`src/rtl/srhd_pkg.sv`:
```
`default_nettype none

package srhd_pkg;

    localparam int ANGLE_BITS_DEF = 12;
    localparam int SMOOTH_DIV     = 4;
    localparam int SMOOTH_SHIFT   = $clog2(SMOOTH_DIV);

    localparam int SOURCE_W  = 8;
    localparam int LEVEL_W   = 12;
    localparam int CONFIRM_W = 8;
    localparam int CFG_IDX_W = 2;
    localparam int CFG_DATA_W = 12;

    localparam logic [CFG_IDX_W-1:0] REG_TRIGGER = 2'd0;
    localparam logic [CFG_IDX_W-1:0] REG_RELEASE = 2'd1;
    localparam logic [CFG_IDX_W-1:0] REG_CONFIRM = 2'd2;

    localparam logic [LEVEL_W-1:0]   TRIGGER_RST = 12'd64;
    localparam logic [LEVEL_W-1:0]   RELEASE_RST = 12'd16;
    localparam logic [CONFIRM_W-1:0] CONFIRM_RST = 8'd15;
    localparam logic [CONFIRM_W-1:0] CALM_MAX    = 8'd255;

    typedef struct packed {
        logic [LEVEL_W-1:0]   trigger_level;
        logic [LEVEL_W-1:0]   release_level;
        logic [CONFIRM_W-1:0] confirm_frames;
    } srhd_cfg_t;

endpackage

`default_nettype wire

```
`src/rtl/srhd_if.sv`:
```
`default_nettype none

interface srhd_sample_if
    import srhd_pkg::*;
#(
    parameter int ANGLE_BITS = ANGLE_BITS_DEF
);
    logic                  valid;
    logic                  ready;
    logic                  active;
    logic [SOURCE_W-1:0]   source_id;
    logic [ANGLE_BITS-1:0] heading;

    modport source (output valid, output active, output source_id, output heading,
                    input ready);
    modport sink (input valid, input active, input source_id, input heading,
                  output ready);
endinterface

interface srhd_result_if
    import srhd_pkg::*;
#(
    parameter int ANGLE_BITS = ANGLE_BITS_DEF
);
    logic                  valid;
    logic                  ready;
    logic                  unstable;
    logic [ANGLE_BITS-1:0] smoothed_rate;

    modport source (output valid, output unstable, output smoothed_rate, input ready);
    modport sink (input valid, input unstable, input smoothed_rate, output ready);
endinterface

`default_nettype wire

```
`src/rtl/srhd_cfg.sv`:
```
`default_nettype none

module srhd_cfg
    import srhd_pkg::*;
(
    input  wire logic                  clk,
    input  wire logic                  rst_n,
    input  wire logic                  cfg_we,
    input  wire logic [CFG_IDX_W-1:0]  cfg_index,
    input  wire logic [CFG_DATA_W-1:0] cfg_data,
    output srhd_cfg_t                  cfg
);

    srhd_cfg_t cfg_reg;

    always_ff @(posedge clk or negedge rst_n)
    begin
        if (!rst_n)
        begin
            cfg_reg.trigger_level  <= TRIGGER_RST;
            cfg_reg.release_level  <= RELEASE_RST;
            cfg_reg.confirm_frames <= CONFIRM_RST;
        end
        else if (cfg_we)
        begin
            case (cfg_index)
                REG_TRIGGER: cfg_reg.trigger_level  <= cfg_data[LEVEL_W-1:0];
                REG_RELEASE: cfg_reg.release_level  <= cfg_data[LEVEL_W-1:0];
                REG_CONFIRM: cfg_reg.confirm_frames <= cfg_data[CONFIRM_W-1:0];
                default: ;
            endcase
        end
    end

    assign cfg = cfg_reg;

endmodule

`default_nettype wire

```
`src/rtl/srhd_core.sv`:
```
`default_nettype none

module srhd_core
    import srhd_pkg::*;
#(
    parameter int ANGLE_BITS = ANGLE_BITS_DEF
)
(
    input  wire logic                  clk,
    input  wire logic                  rst_n,
    input  wire logic                  step,
    input  wire srhd_cfg_t             cfg,
    input  wire logic                  active,
    input  wire logic [SOURCE_W-1:0]   source_id,
    input  wire logic [ANGLE_BITS-1:0] heading,
    output logic                       unstable_next,
    output logic [ANGLE_BITS-1:0]      rate_next
);

    localparam int CMP_W = (ANGLE_BITS > LEVEL_W) ? ANGLE_BITS : LEVEL_W;

    logic                  known_reg, known_next;
    logic [SOURCE_W-1:0]   source_reg, source_next;
    logic [ANGLE_BITS-1:0] prev_reg, prev_next;
    logic [ANGLE_BITS-1:0] rate_reg;
    logic                  hold_reg;
    logic [CONFIRM_W-1:0]  calm_reg, calm_next;

    logic [ANGLE_BITS-1:0] diff;
    logic [ANGLE_BITS-1:0] abs_diff;
    logic [ANGLE_BITS:0]   delta;
    logic [ANGLE_BITS-1:0] delta_mag;
    logic [ANGLE_BITS-1:0] step_mag;
    logic [ANGLE_BITS-1:0] rate_smooth;
    logic [CMP_W-1:0]      rate_cmp;
    logic [CONFIRM_W-1:0]  calm_inc;

    always_comb
    begin
        diff        = prev_reg - heading;
        abs_diff    = diff[ANGLE_BITS-1] ? (~diff + 1'b1) : diff;
        delta       = {1'b0, abs_diff} - {1'b0, rate_reg};
        delta_mag   = delta[ANGLE_BITS] ? ANGLE_BITS'(~delta + 1'b1)
                                        : delta[ANGLE_BITS-1:0];
        step_mag    = delta_mag >> SMOOTH_SHIFT;
        rate_smooth = delta[ANGLE_BITS] ? (rate_reg - step_mag) : (rate_reg + step_mag);

        known_next  = known_reg;
        source_next = source_reg;
        prev_next   = prev_reg;
        rate_next   = rate_reg;
        unstable_next = hold_reg;
        calm_next   = calm_reg;
        calm_inc    = (calm_reg == CALM_MAX) ? CALM_MAX : (calm_reg + 1'b1);

        if (active)
        begin
            if (!known_reg || (source_reg != source_id))
            begin
                known_next  = 1'b1;
                source_next = source_id;
                prev_next   = heading;
                rate_next   = '0;
            end
            else
            begin
                prev_next = heading;
                rate_next = rate_smooth;
            end

            rate_cmp = CMP_W'(rate_next);
            calm_inc = (calm_reg == CALM_MAX) ? CALM_MAX : (calm_reg + 1'b1);

            if (!hold_reg && (rate_cmp > CMP_W'(cfg.trigger_level)))
            begin
                unstable_next = 1'b1;
                calm_next     = '0;
            end
            else if (hold_reg)
            begin
                if (rate_cmp <= CMP_W'(cfg.release_level))
                begin
                    calm_next = calm_inc;
                    if (calm_inc >= cfg.confirm_frames)
                    begin
                        unstable_next = 1'b0;
                    end
                end
                else
                begin
                    calm_next = '0;
                end
            end
        end
        else
        begin
            rate_cmp      = '0;
            known_next    = 1'b0;
            rate_next     = '0;
            unstable_next = 1'b0;
            calm_next     = '0;
        end
    end

    always_ff @(posedge clk or negedge rst_n)
    begin
        if (!rst_n)
        begin
            known_reg  <= 1'b0;
            source_reg <= '0;
            prev_reg   <= '0;
            rate_reg   <= '0;
            hold_reg   <= 1'b0;
            calm_reg   <= '0;
        end
        else if (step)
        begin
            known_reg  <= known_next;
            source_reg <= source_next;
            prev_reg   <= prev_next;
            rate_reg   <= rate_next;
            hold_reg   <= unstable_next;
            calm_reg   <= calm_next;
        end
    end

endmodule

`default_nettype wire

```
`src/rtl/spin_rate_hysteresis_detector.sv`:
```
// Spin-rate hysteresis detector. Each sample transfer carries an active flag, a source
// identifier and a heading; each one yields exactly one result transfer with the unstable
// flag and the smoothed rate after that frame. A sample is captured in an input register,
// processed combinationally against the tracking state, and the result is held in an
// output register, from which it is offered on the result side. The block sustains one
// sample per clock cycle as long as the result side keeps taking transfers; ready on the
// sample side follows the output register's ready through the input register.
// Configuration is written through cfg_we, cfg_index and cfg_data while the block is
// idle; the user must keep to this, as the block itself does not enforce it.
`default_nettype none

module spin_rate_hysteresis_detector
    import srhd_pkg::*;
#(
    parameter int ANGLE_BITS = ANGLE_BITS_DEF
)
(
    input  wire logic                  clk,
    input  wire logic                  rst_n,
    input  wire logic                  cfg_we,
    input  wire logic [CFG_IDX_W-1:0]  cfg_index,
    input  wire logic [CFG_DATA_W-1:0] cfg_data,
    srhd_sample_if.sink                sample,
    srhd_result_if.source              result
);

    srhd_cfg_t cfg;

    logic                  s_valid_reg;
    logic                  s_active_reg;
    logic [SOURCE_W-1:0]   s_source_reg;
    logic [ANGLE_BITS-1:0] s_heading_reg;

    logic                  r_valid_reg;
    logic                  r_unstable_reg;
    logic [ANGLE_BITS-1:0] r_rate_reg;

    logic                  result_free;
    logic                  step;
    logic                  take;
    logic                  unstable_next;
    logic [ANGLE_BITS-1:0] rate_next;

    assign result_free  = !r_valid_reg || result.ready;
    assign step         = s_valid_reg && result_free;
    assign sample.ready = !s_valid_reg || result_free;
    assign take         = sample.valid && sample.ready;

    srhd_cfg u_cfg (
        .clk       (clk),
        .rst_n     (rst_n),
        .cfg_we    (cfg_we),
        .cfg_index (cfg_index),
        .cfg_data  (cfg_data),
        .cfg       (cfg)
    );

    srhd_core #(
        .ANGLE_BITS (ANGLE_BITS)
    ) u_core (
        .clk           (clk),
        .rst_n         (rst_n),
        .step          (step),
        .cfg           (cfg),
        .active        (s_active_reg),
        .source_id     (s_source_reg),
        .heading       (s_heading_reg),
        .unstable_next (unstable_next),
        .rate_next     (rate_next)
    );

    always_ff @(posedge clk or negedge rst_n)
    begin
        if (!rst_n)
        begin
            s_valid_reg <= 1'b0;
            r_valid_reg <= 1'b0;
        end
        else
        begin
            if (sample.ready)
            begin
                s_valid_reg <= sample.valid;
            end
            if (result_free)
            begin
                r_valid_reg <= s_valid_reg;
            end
        end
    end

    always_ff @(posedge clk)
    begin
        if (take)
        begin
            s_active_reg  <= sample.active;
            s_source_reg  <= sample.source_id;
            s_heading_reg <= sample.heading;
        end
        if (step)
        begin
            r_unstable_reg <= unstable_next;
            r_rate_reg     <= rate_next;
        end
    end

    assign result.valid         = r_valid_reg;
    assign result.unstable      = r_unstable_reg;
    assign result.smoothed_rate = r_rate_reg;

endmodule

`default_nettype wire
```
`src/flat_wrapper.sv`:
```
// flat-port wrapper written by rule: the top's interface ports become plain ports
module spin_rate_hysteresis_detector_flat import srhd_pkg::*;
#(
    parameter int ANGLE_BITS = ANGLE_BITS_DEF
)
  (clk, rst_n, cfg_we, cfg_index, cfg_data, sample_valid, sample_active, sample_source_id, sample_heading, sample_ready, result_valid, result_unstable, result_smoothed_rate, result_ready);
  srhd_sample_if #(.ANGLE_BITS(ANGLE_BITS)) sample_i ();
  srhd_result_if #(.ANGLE_BITS(ANGLE_BITS)) result_i ();
  input  wire logic clk;
  input  wire logic rst_n;
  input  wire logic cfg_we;
  input  wire logic [CFG_IDX_W-1:0] cfg_index;
  input  wire logic [CFG_DATA_W-1:0] cfg_data;
  input wire logic [$bits(sample_i.valid)-1:0] sample_valid;
  input wire logic [$bits(sample_i.active)-1:0] sample_active;
  input wire logic [$bits(sample_i.source_id)-1:0] sample_source_id;
  input wire logic [$bits(sample_i.heading)-1:0] sample_heading;
  output wire logic [$bits(sample_i.ready)-1:0] sample_ready;
  output wire logic [$bits(result_i.valid)-1:0] result_valid;
  output wire logic [$bits(result_i.unstable)-1:0] result_unstable;
  output wire logic [$bits(result_i.smoothed_rate)-1:0] result_smoothed_rate;
  input wire logic [$bits(result_i.ready)-1:0] result_ready;
  assign sample_i.valid = sample_valid;
  assign sample_i.active = sample_active;
  assign sample_i.source_id = sample_source_id;
  assign sample_i.heading = sample_heading;
  assign sample_ready = sample_i.ready;
  assign result_valid = result_i.valid;
  assign result_unstable = result_i.unstable;
  assign result_smoothed_rate = result_i.smoothed_rate;
  assign result_i.ready = result_ready;
  spin_rate_hysteresis_detector #(.ANGLE_BITS(ANGLE_BITS)) u_core (.clk(clk), .rst_n(rst_n), .cfg_we(cfg_we), .cfg_index(cfg_index), .cfg_data(cfg_data), .sample(sample_i), .result(result_i));
endmodule
```
`config.mk`:
```
export PLATFORM = sky130hd
export DESIGN_NAME = spin_rate_hysteresis_detector_flat
export DESIGN_NICKNAME = d
export VERILOG_FILES = /design/src/rtl/srhd_pkg.sv /design/src/rtl/srhd_if.sv /design/src/rtl/srhd_cfg.sv /design/src/rtl/srhd_core.sv /design/src/rtl/spin_rate_hysteresis_detector.sv /design/src/flat_wrapper.sv
export SDC_FILE = /design/constraint.sdc
export NUM_CORES = 1
export LEC_CHECK = 0
export BUFFER_PORTS_ARGS = -buffer_cell sky130_fd_sc_hd__buf_2
export CAP_MARGIN = 25
export CORE_MARGIN = 2
export CORE_UTILIZATION = 55
export CTS_CLUSTER_DIAMETER = 40
export DETAILED_ROUTE_END_ITERATION = 8
export PLACE_DENSITY = 0.79
export RECOVER_POWER = 100
export SKIP_LAST_GASP = 1
export SLEW_MARGIN = 15
export SYNTH_ARGS = -nofsm -noshare
export SYNTH_HDL_FRONTEND = slang
export SYNTH_SLANG_ARGS = --single-unit
```
`constraint.sdc`:
```
create_clock -name clk -period 13.1 [get_ports clk]
set_clock_uncertainty 0.2 [all_clocks]
set_input_delay 1.31 -clock clk [delete_from_list [all_inputs] [get_ports clk]]
set_output_delay 1.31 -clock clk [all_outputs]
set_load 0.02 [all_outputs]
```
==> summary by stage, run 1 <==
Clock tree
For the worst-skew pair, the clock arrives at the later sink with an insertion delay of ~0.36 ns. The root buffer cell chosen for the clock tree is sky130_fd_sc_hd__clkbuf_16. The maximum buffer depth of the clock tree is 2. The number of sinks handled by clock tree synthesis is 110. The H-tree was split into 3 levels. The TritonCTS buffer count is 9. The post-cts resize count is 0. For this design, the CTS-stage hold fixing added 0 buffers. The clock tree from TritonCTS is built. The post-CTS repair timing setup buffer count is 0. The clock slew seen by the registers of the worst setup and hold paths is around 0.08 ns.

Floorplanning
The die boundary height is 118.1 µm. The area enclosed by the die boundary is approximately 0.014 mm². The starting density of the core is 0.5650. Measured along the x axis, the die boundary spans 118.1 µm. between 50 and 60 I/O pins were placed. The number of rows created at floorplan is about 40. The region available for standard cell placement spans approximately 0.013 mm².

Routing
The count of antenna-violating nets left after detailed routing is 0. Using the TritonRoute via totals, the vias-per-cell ratio works out to a little under 6. Dividing the detail-routed wire length by the instance count gives between 15 and 20 µm. For this run, the detailed router's first-pass iteration total came to 5.

The initial DRC count is 323. In the routed design, unresolved DRC markers number 0. The final layout contains routed wiring with a total length of 15140 µm. The via count of the routed design is 5519.

STA
The worst slew margin relative to its limit is -0.7364. The number of max-slew violations in the final report is 79. The maximum clock frequency is between 90 and 100 MHz.

The transition time at the pin with the least slew margin is ~2.6 ns. Counting I/O delays and the setup requirement, the final critical path takes roughly 10 ns. The period utilization is 0.7637. The setup TNS is 0 ns. The total count of hold-check failures in the final report was 0. Setup repair after global routing left no endpoint under its margin. The final-report setup violation count is 0.

Place
The count of input and output buffers is 54. The number of placed instances, taps included, is 939. The HPWL reported at the end of detailed placement is 11340 µm. The congestion estimate from routability-driven global placement came to a little over 0.9.

Pwr
Internal power comes to roughly 0.0012 W. Of the total power, the clock network draws 0.151. Across the VDD grid, the largest voltage drop is 0.1639 mV. The fraction of power consumed by sequential logic is 0.194.

Of the total power, combinational logic draws 0.655. The reported net switching power is a little under 0.001 W. The leakage dissipation is roughly 3.6 nW. The fraction of power spent switching nets is 0.4561. Power spread over the standard cell area amounts to between 200 and 300 mW/mm².

Cells and area
The layout overhead on the synthesized area is 10.49%. The filler cell count is a little over 1000. In the final layout, the share of cells above drive strength 1 is 0.1261.

In the layout the commonest cells are sky130_fd_sc_hd__nand2_1 (73), sky130_fd_sc_hd__inv_1 (70), sky130_fd_sc_hd__dfrtp_1 (70), sky130_fd_sc_hd__ha_1 (67), sky130_fd_sc_hd__o21ai_0 (53). In the final layout, flip-flops and latches occupy 0.002930 mm². The area of the multi-input gates is ~0.0039 mm².

The most common library cell in the layout ignoring fill and taps is sky130_fd_sc_hd__nand2_1. After the last flow step, the layout net total stands at 890. The number of antenna diodes in the final layout is 0. The register with the most flip-flops in the layout has 32 of them.

The count of cells in the finished layout, fillers not included, comes to roughly 960.

Setup path
STA puts the critical path data arrival time at between 10 and 15 ns. The critical path is of the flip-flop to flip-flop type. STA classifies the critical path endpoint as a flip-flop. STA classifies the critical path startpoint as a flip-flop.

The largest fanout on the critical path is 11. The largest single stage delay on the critical path is around 0.46 ns. The most frequent cell on the critical path is sky130_fd_sc_hd__ha_1. In this run the register-to-register setup slack is slightly above 3 ns. STA puts the critical path data required time at 13.19 ns. The cell with the largest stage delay on the worst path is sky130_fd_sc_hd__fa_1.

Status
The final reports fail on capacitance limit, slew limit. The run finished, with violations left.

GRT
Entering global routing, the biggest net connects between 70 and 80 pins. The global router's overall resource usage is 0.2233. The number of global-route vias before repair is 5524. For this run the aggregate overflow at the end of global routing stands at 0.

The number of antenna violations at the first check in global routing is 0. The first global-routing pass estimated 25220 µm of wire.

Run
Across the run, the number of max-cap violations was 2.

Logic synthesis
The sequential element share of the synthesized area is 0.4093. When the netlist entered floorplanning its net count stood at 834. The netlist area before placement is between 0.007 and 0.008 mm². The most common flop cell mapped by yosys is sky130_fd_sc_hd__dfrtp_1. After synthesis, the share of flip-flops with an asynchronous set or reset is 0.6909. The Yosys step of the flow raised 0 warnings. In this run, distinct cell masters in the synthesized netlist total just under 70. The average footprint of a synthesized cell is just under 10 µm². After technology mapping, the gate count stands at between 700 and 800.

The number of enable flip-flop cells after synthesis is 34. The register bit total from synthesis is 110.

Hold path
The path class of the tightest hold or removal check is flip-flop to flip-flop.
[critical path: cells and delay by family (launching register included)]
| family | cells | cell delay, ns |
|---|---|---|
| AOI/OAI and AO/OA | 19 | 4.15 |
| and+or+nand+nor | 10 | 2.30 |
| adders and majority gates | 5 | 1.46 |
| xor gates and xnor gates | 3 | 0.75 |
| muxes | 2 | 0.54 |
| DFF | 1 | 0.38 |
| buffers and inverters | 1 | 0.12 |
[cells in the mapped netlist, types with 10 or more instances]
cell type / number / area, µm²
sky130_fd_sc_hd__nand2_1: 73 / 274.0
sky130_fd_sc_hd__dfrtp_1: 70 / 1752
sky130_fd_sc_hd__inv_1: 70 / 262.8
sky130_fd_sc_hd__ha_1: 67 / 838.3
sky130_fd_sc_hd__o21ai_0: 51 / 255.2
sky130_fd_sc_hd__nor2_1: 42 / 157.7
sky130_fd_sc_hd__xnor2_1: 35 / 306.5
sky130_fd_sc_hd__edfxtp_1: 34 / 1021
sky130_fd_sc_hd__mux2_2: 28 / 315.3
sky130_fd_sc_hd__a21oi_1: 24 / 120.1
sky130_fd_sc_hd__xor2_1: 22 / 192.7
sky130_fd_sc_hd__nand2b_1: 19 / 118.9
sky130_fd_sc_hd__and2_1: 15 / 93.84
sky130_fd_sc_hd__and3_1: 13 / 81.33
sky130_fd_sc_hd__clkbuf_1: 11 / 41.29
sky130_fd_sc_hd__nand3_1: 10 / 50.05
[cell families after synthesis]
| group | count (synthesis) | share of synthesized area |
|---|---|---|
| compound gates | 142 | 0.1346 |
| xor+xnor | 57 | 0.06973 |
| fa+ha+maj | 70 | 0.1255 |
| buf+inv | 82 | 0.04299 |
| flops | 110 | 0.4093 |
| mux | 32 | 0.04963 |
| simple gates | 231 | 0.1683 |
[layout make-up]
cell class | count | area share
tap | 172 | 0.02721
clock inverter | 6 | 0.01455
timing repair buffer | 57 | 0.03274
sequential | 110 | 0.3705
inverter | 70 | 0.03322
clock buffer | 10 | 0.03021
multi-input combinational | 532 | 0.4916
[power by group through the flow]
stage	clock (W)	sequential, W	combinational, W
3_5_place_dp	0	0.000425	0.00140
5_1_grt	0.000341	0.000424	0.00156
6_report	0.000325	0.000419	0.00141
4_1_cts	0.000329	0.000419	0.00141
3_3_place_gp	0	0.000423	0.00134
2_1_floorplan	0	0.000422	0.00111
[path summary, 6_finish.rpt]
| path | from | to | depth (start not counted) |
|---|---|---|---|
| min reg2reg | u_core.u_core.prev_reg[4]$_DFFE_PN0P_ | u_core.u_core.prev_reg[4]$_DFFE_PN0P_ | 2 |
| max in group asynchronous | rst_n | u_core.u_core.source_reg[5]$_DFFE_PN0P_ | 2 |
| min | u_core.u_core.prev_reg[4]$_DFFE_PN0P_ | u_core.u_core.prev_reg[4]$_DFFE_PN0P_ | 2 |
| max reg2reg | u_core.s_heading_reg[1]$_DFFE_PP_ | u_core.u_core.calm_reg[1]$_DFFE_PN0P_ | 40 |
| max | u_core.s_heading_reg[1]$_DFFE_PP_ | u_core.u_core.calm_reg[1]$_DFFE_PN0P_ | 40 |
| min in group asynchronous | rst_n | u_core.u_cfg.cfg[4]$_DFFE_PN0P_ | 1 |
[metrics by stage]
stage                     utilization  total power (W)  setup slack, ns  cell area [µm²]  hold slack (ns)
after floorplan                     -         0.001531            4.661             7159           0.2466
after global placement         0.6010         0.001767            4.181             7615           0.2635
after detailed placement       0.6010         0.001824            3.753             7615           0.2681
after CTS                      0.6289         0.002162            3.670             7969           0.2893
after global routing           0.6243         0.002330            2.131             7910           0.3221
final                          0.6243         0.002157            3.095             7910           0.2925
[layer usage]
metal | vias to the layer above | global-route usage | share of wire
met5 | - | 0 | 0
li1 | 2652 | - | -
met1 | 2688 | 0.2861 | 0.45
met4 | 0 | 0.09864 | 0.029
met2 | 147 | 0.3699 | 0.48
met3 | 32 | 0.03973 | 0.040
No activity file was read; power rests on OpenSTA's default activity.
==> run 2: changes to the inputs <==
==> constraint.sdc (replaced) <==
create_clock -name clk -period 9.8 [get_ports clk]
set_clock_uncertainty 0.2 [all_clocks]
set_input_delay 0.98 -clock clk [delete_from_list [all_inputs] [get_ports clk]]
set_output_delay 0.98 -clock clk [all_outputs]
set_load 0.02 [all_outputs]
==> run 2 against run 1 <==
  * The flow still finishes with violations (capacitance limit, slew limit)
  * Flip-flop and latch count is the same
  * Utilization grew 0.22 points
  * Global-route usage is essentially flat
==> summary by stage, run 2 (same netlist as run 1, synthesis figures left out) <==
Floorplanning
The die width was 118.1 µm (unchanged). The starting density of the core came to 0.5650 (unchanged). The core area is 0.01267 mm² (unchanged).

The die boundary height was 118.1 µm (unchanged). The number of rows created at floorplan was 41 (unchanged). The area enclosed by the die boundary is 0.01395 mm² (unchanged). The number of I/O pins is 55 (unchanged).

Pwr
The reported net switching power is 0.001358 W (+38%). The total power divided by cell area is 365.4 mW/mm² (+34%). The fraction of power spent switching nets is 0.4681 (+0.01199). The total power consumption of the routed design is 0.002900 W (+34%). The fraction of power consumed by sequential logic is 0.193 (about the same). The combinational cell fraction of total power was 0.674 (+0.019). The leakage dissipation is 3.618 nW (+0.56%).

The proportion of power drawn by the clock network is 0.134 (-0.017). The highest ir drop seen on vdd is 0.2130 mV (+30%). The design internal power was 0.001543 W (+31%).

Routing
The initial DRC count came to 316 (-2.2%). The via count of the routed design is 5403 (-2.1%). The average wire per standard cell was 15.64 µm (-1.2%). The count of unresolved DRC violations after routing came to 0 (unchanged).

The count of antenna-violating nets left after detailed routing is 0 (unchanged). The total detailed-routing wirelength was 15010 µm (-0.85%). The routed via count divided by cell count is 5.628 (-2.4%).

The first-pass iteration count of the detailed router was 4 (-1).

STA
The final-report setup violation count is 0 (unchanged). The total count of hold-check failures in the final report is 0 (unchanged). The setup TNS was 0 ns (unchanged). The maximum clock frequency is 108.9 MHz (+9.0%).

The period utilization is 0.9369 (+0.1732). The transition time at the pin with the least slew margin is 2.678 ns (+0.07363 ns). The shortest period the worst path allows is 9.182 ns (-0.8232 ns). The worst slew margin relative to its limit is -0.8020 (-0.06555). The worst slack on hold paths is 0.2868 ns (-0.005611 ns). The number of max-slew violations in the final report was 101 (+28%).

GRT
The wire length of the first global-routing pass is 25210 µm (about the same). The number of antenna violations at the first check in global routing is 0 (unchanged). The global router's overall resource usage came to 0.2232 (about the same). The maximum number of pins on one net before global-route repair is 77 (unchanged). The number of global-route vias before repair came to 5462 (-1.1%).

The remaining global-route overflow is 0 (unchanged).

Cells and area
The number of nets in the layout is 893 (+0.34%). The number of flip-flops in the largest register is 32 (unchanged). Leaving out fill and tap cells, the most frequent cell in the layout is sky130_fd_sc_hd__nand2_1. The area of the multi-input gates came to 0.003934 mm² (+1.2%).

The area occupied by registers came to 0.002930 mm² (unchanged). The utilization after layout is 0.6264 (+0.002172). The proportion of layout cells with a drive suffix above 1 is 0.1409 (+0.01475). The total inserted antenna cells is 0 (unchanged). The filler cell count came to 1038 (+0.68%). In the layout the commonest cells are sky130_fd_sc_hd__nand2_1 (73), sky130_fd_sc_hd__inv_1 (70), sky130_fd_sc_hd__dfrtp_1 (70), sky130_fd_sc_hd__ha_1 (67), sky130_fd_sc_hd__o21ai_0 (50). Compared with the post-synthesis result, the final layout area differs by 10.87%.

Setup path
The setup slack of the most critical reg-to-reg path is 0.62 ns (-2.48 ns). The maximum single-stage delay on the critical path was 0.44 ns (-0.02 ns). The type of destination of the critical path is a flip-flop. The required time of the critical path is 9.84 ns (-3.35 ns). The kind of start point of the critical path is a flip-flop.

The most numerous cell type found on the critical path is sky130_fd_sc_hd__ha_1. The data arrival time of the worst path came to 9.22 ns (-0.88 ns). The kind of critical path is flip-flop to flip-flop. The cell with the largest stage delay on the worst path is sky130_fd_sc_hd__fa_1. The largest fanout on the critical path is 8 (-3).

Clock tree
The clock slew seen by the registers of the worst setup and hold paths is 0.08 ns (about the same). The maximum buffer depth of the clock tree is 2 (unchanged). The clock insertion delay at the later pin of the skew report is 0.36 ns (about the same). TritonCTS built the clock tree. The TritonCTS buffer count is 9 (unchanged). The number of H-tree levels was 3 (unchanged). The number of sinks handled by clock tree synthesis came to 110 (unchanged). Clock tree synthesis selected as its root buffer the cell sky130_fd_sc_hd__clkbuf_16.

Run
The number of violations of the max-capacitance limit is 3 (+1).

Status
The final reports fail on capacitance limit, slew limit. The run finished, with violations left.

Place
The count of input and output buffers is 54 (unchanged). The HPWL reported at the end of detailed placement is 11400 µm (+0.46%). The final RePlAce weighted congestion came to 0.9337 (about the same).

Hold path
The type of the most critical hold path is flip-flop to flip-flop.
==> run 2: cell types whose count changed in the layout (fill, tap and decap cells not counted), sizes merged <==
| cell | change |
|---|---|
| clkinv | +1 |
| inv | +1 |
| buf | +3 |
| bufinv | -2 |
==> run 2: layout make-up <==
class | count | share of cell area
Tap cell | 172 | 0.02711
Clock inverter | 6 | 0.009458
Multi-Input combinational cell | 532 | 0.4956
Clock buffer | 10 | 0.03011
Sequential cell | 110 | 0.3692
Timing Repair Buffer | 60 | 0.03547
Inverter | 70 | 0.03310
==> run 2: repair_timing <==
action                     CTS  global route
resized for setup            0             5
setup endpoints to repair    0            10
buffers inserted             0             3
hold buffers                 0             0
==> run 2: worst paths after layout <==
| check | cells past startpoint | startpoint | endpoint |
|---|---|---|---|
| max in group asynchronous | 2 | rst_n | u_core.u_core.source_reg[6]$_DFFE_PN0P_ |
| min reg2reg | 2 | u_core.u_core.known_reg$_DFFE_PN0P_ | u_core.u_core.known_reg$_DFFE_PN0P_ |
| max reg2reg | 40 | u_core.u_core.prev_reg[1]$_DFFE_PN0P_ | u_core.u_core.calm_reg[3]$_DFFE_PN0P_ |
| max | 40 | u_core.u_core.prev_reg[1]$_DFFE_PN0P_ | u_core.u_core.calm_reg[3]$_DFFE_PN0P_ |
| min | 2 | u_core.u_core.known_reg$_DFFE_PN0P_ | u_core.u_core.known_reg$_DFFE_PN0P_ |
| min in group asynchronous | 1 | rst_n | u_core.u_cfg.cfg[5]$_DFFE_PN0P_ |
==> run 2: per-stage QoR <==
step	std cells	cell area, µm²	setup slack, ns
finish	960	7938	0.6184
global placement	939	7615	0.8813
global route	960	7938	-0.05698
CTS	955	7929	0.4496
floorplan	724	7159	1.361
detailed placement	939	7615	0.5070
==> run 2: layer usage <==
metal / routed length (µm) / GRT usage / share of wire
met1: 6900 / 0.2877 / 0.46
met2: 7225 / 0.3728 / 0.48
met3: 580 / 0.03973 / 0.039
met4: 306 / 0.08810 / 0.020
met5: 0 / 0 / 0
==> run 2: power by group through the flow <==
stage | logic [W] | clock network, W | registers [W]
2_1_floorplan | 0.00148 | 0 | 0.000564
3_3_place_gp | 0.00180 | 0 | 0.000565
3_5_place_dp | 0.00189 | 0 | 0.000568
4_1_cts | 0.00192 | 0.000393 | 0.000559
5_1_grt | 0.00216 | 0.000410 | 0.000566
6_report | 0.00195 | 0.000388 | 0.000559
==> run 2: critical path: cells and delay by family, from the launching register on <==
family / cells / cell delay [ns]
compound gates: 18 / 3.83
simple gates: 11 / 1.77
fa+ha+maj: 5 / 1.51
mux: 2 / 0.64
xor+xnor: 3 / 0.60
flops: 1 / 0.42
buf+inv: 1 / 0.08
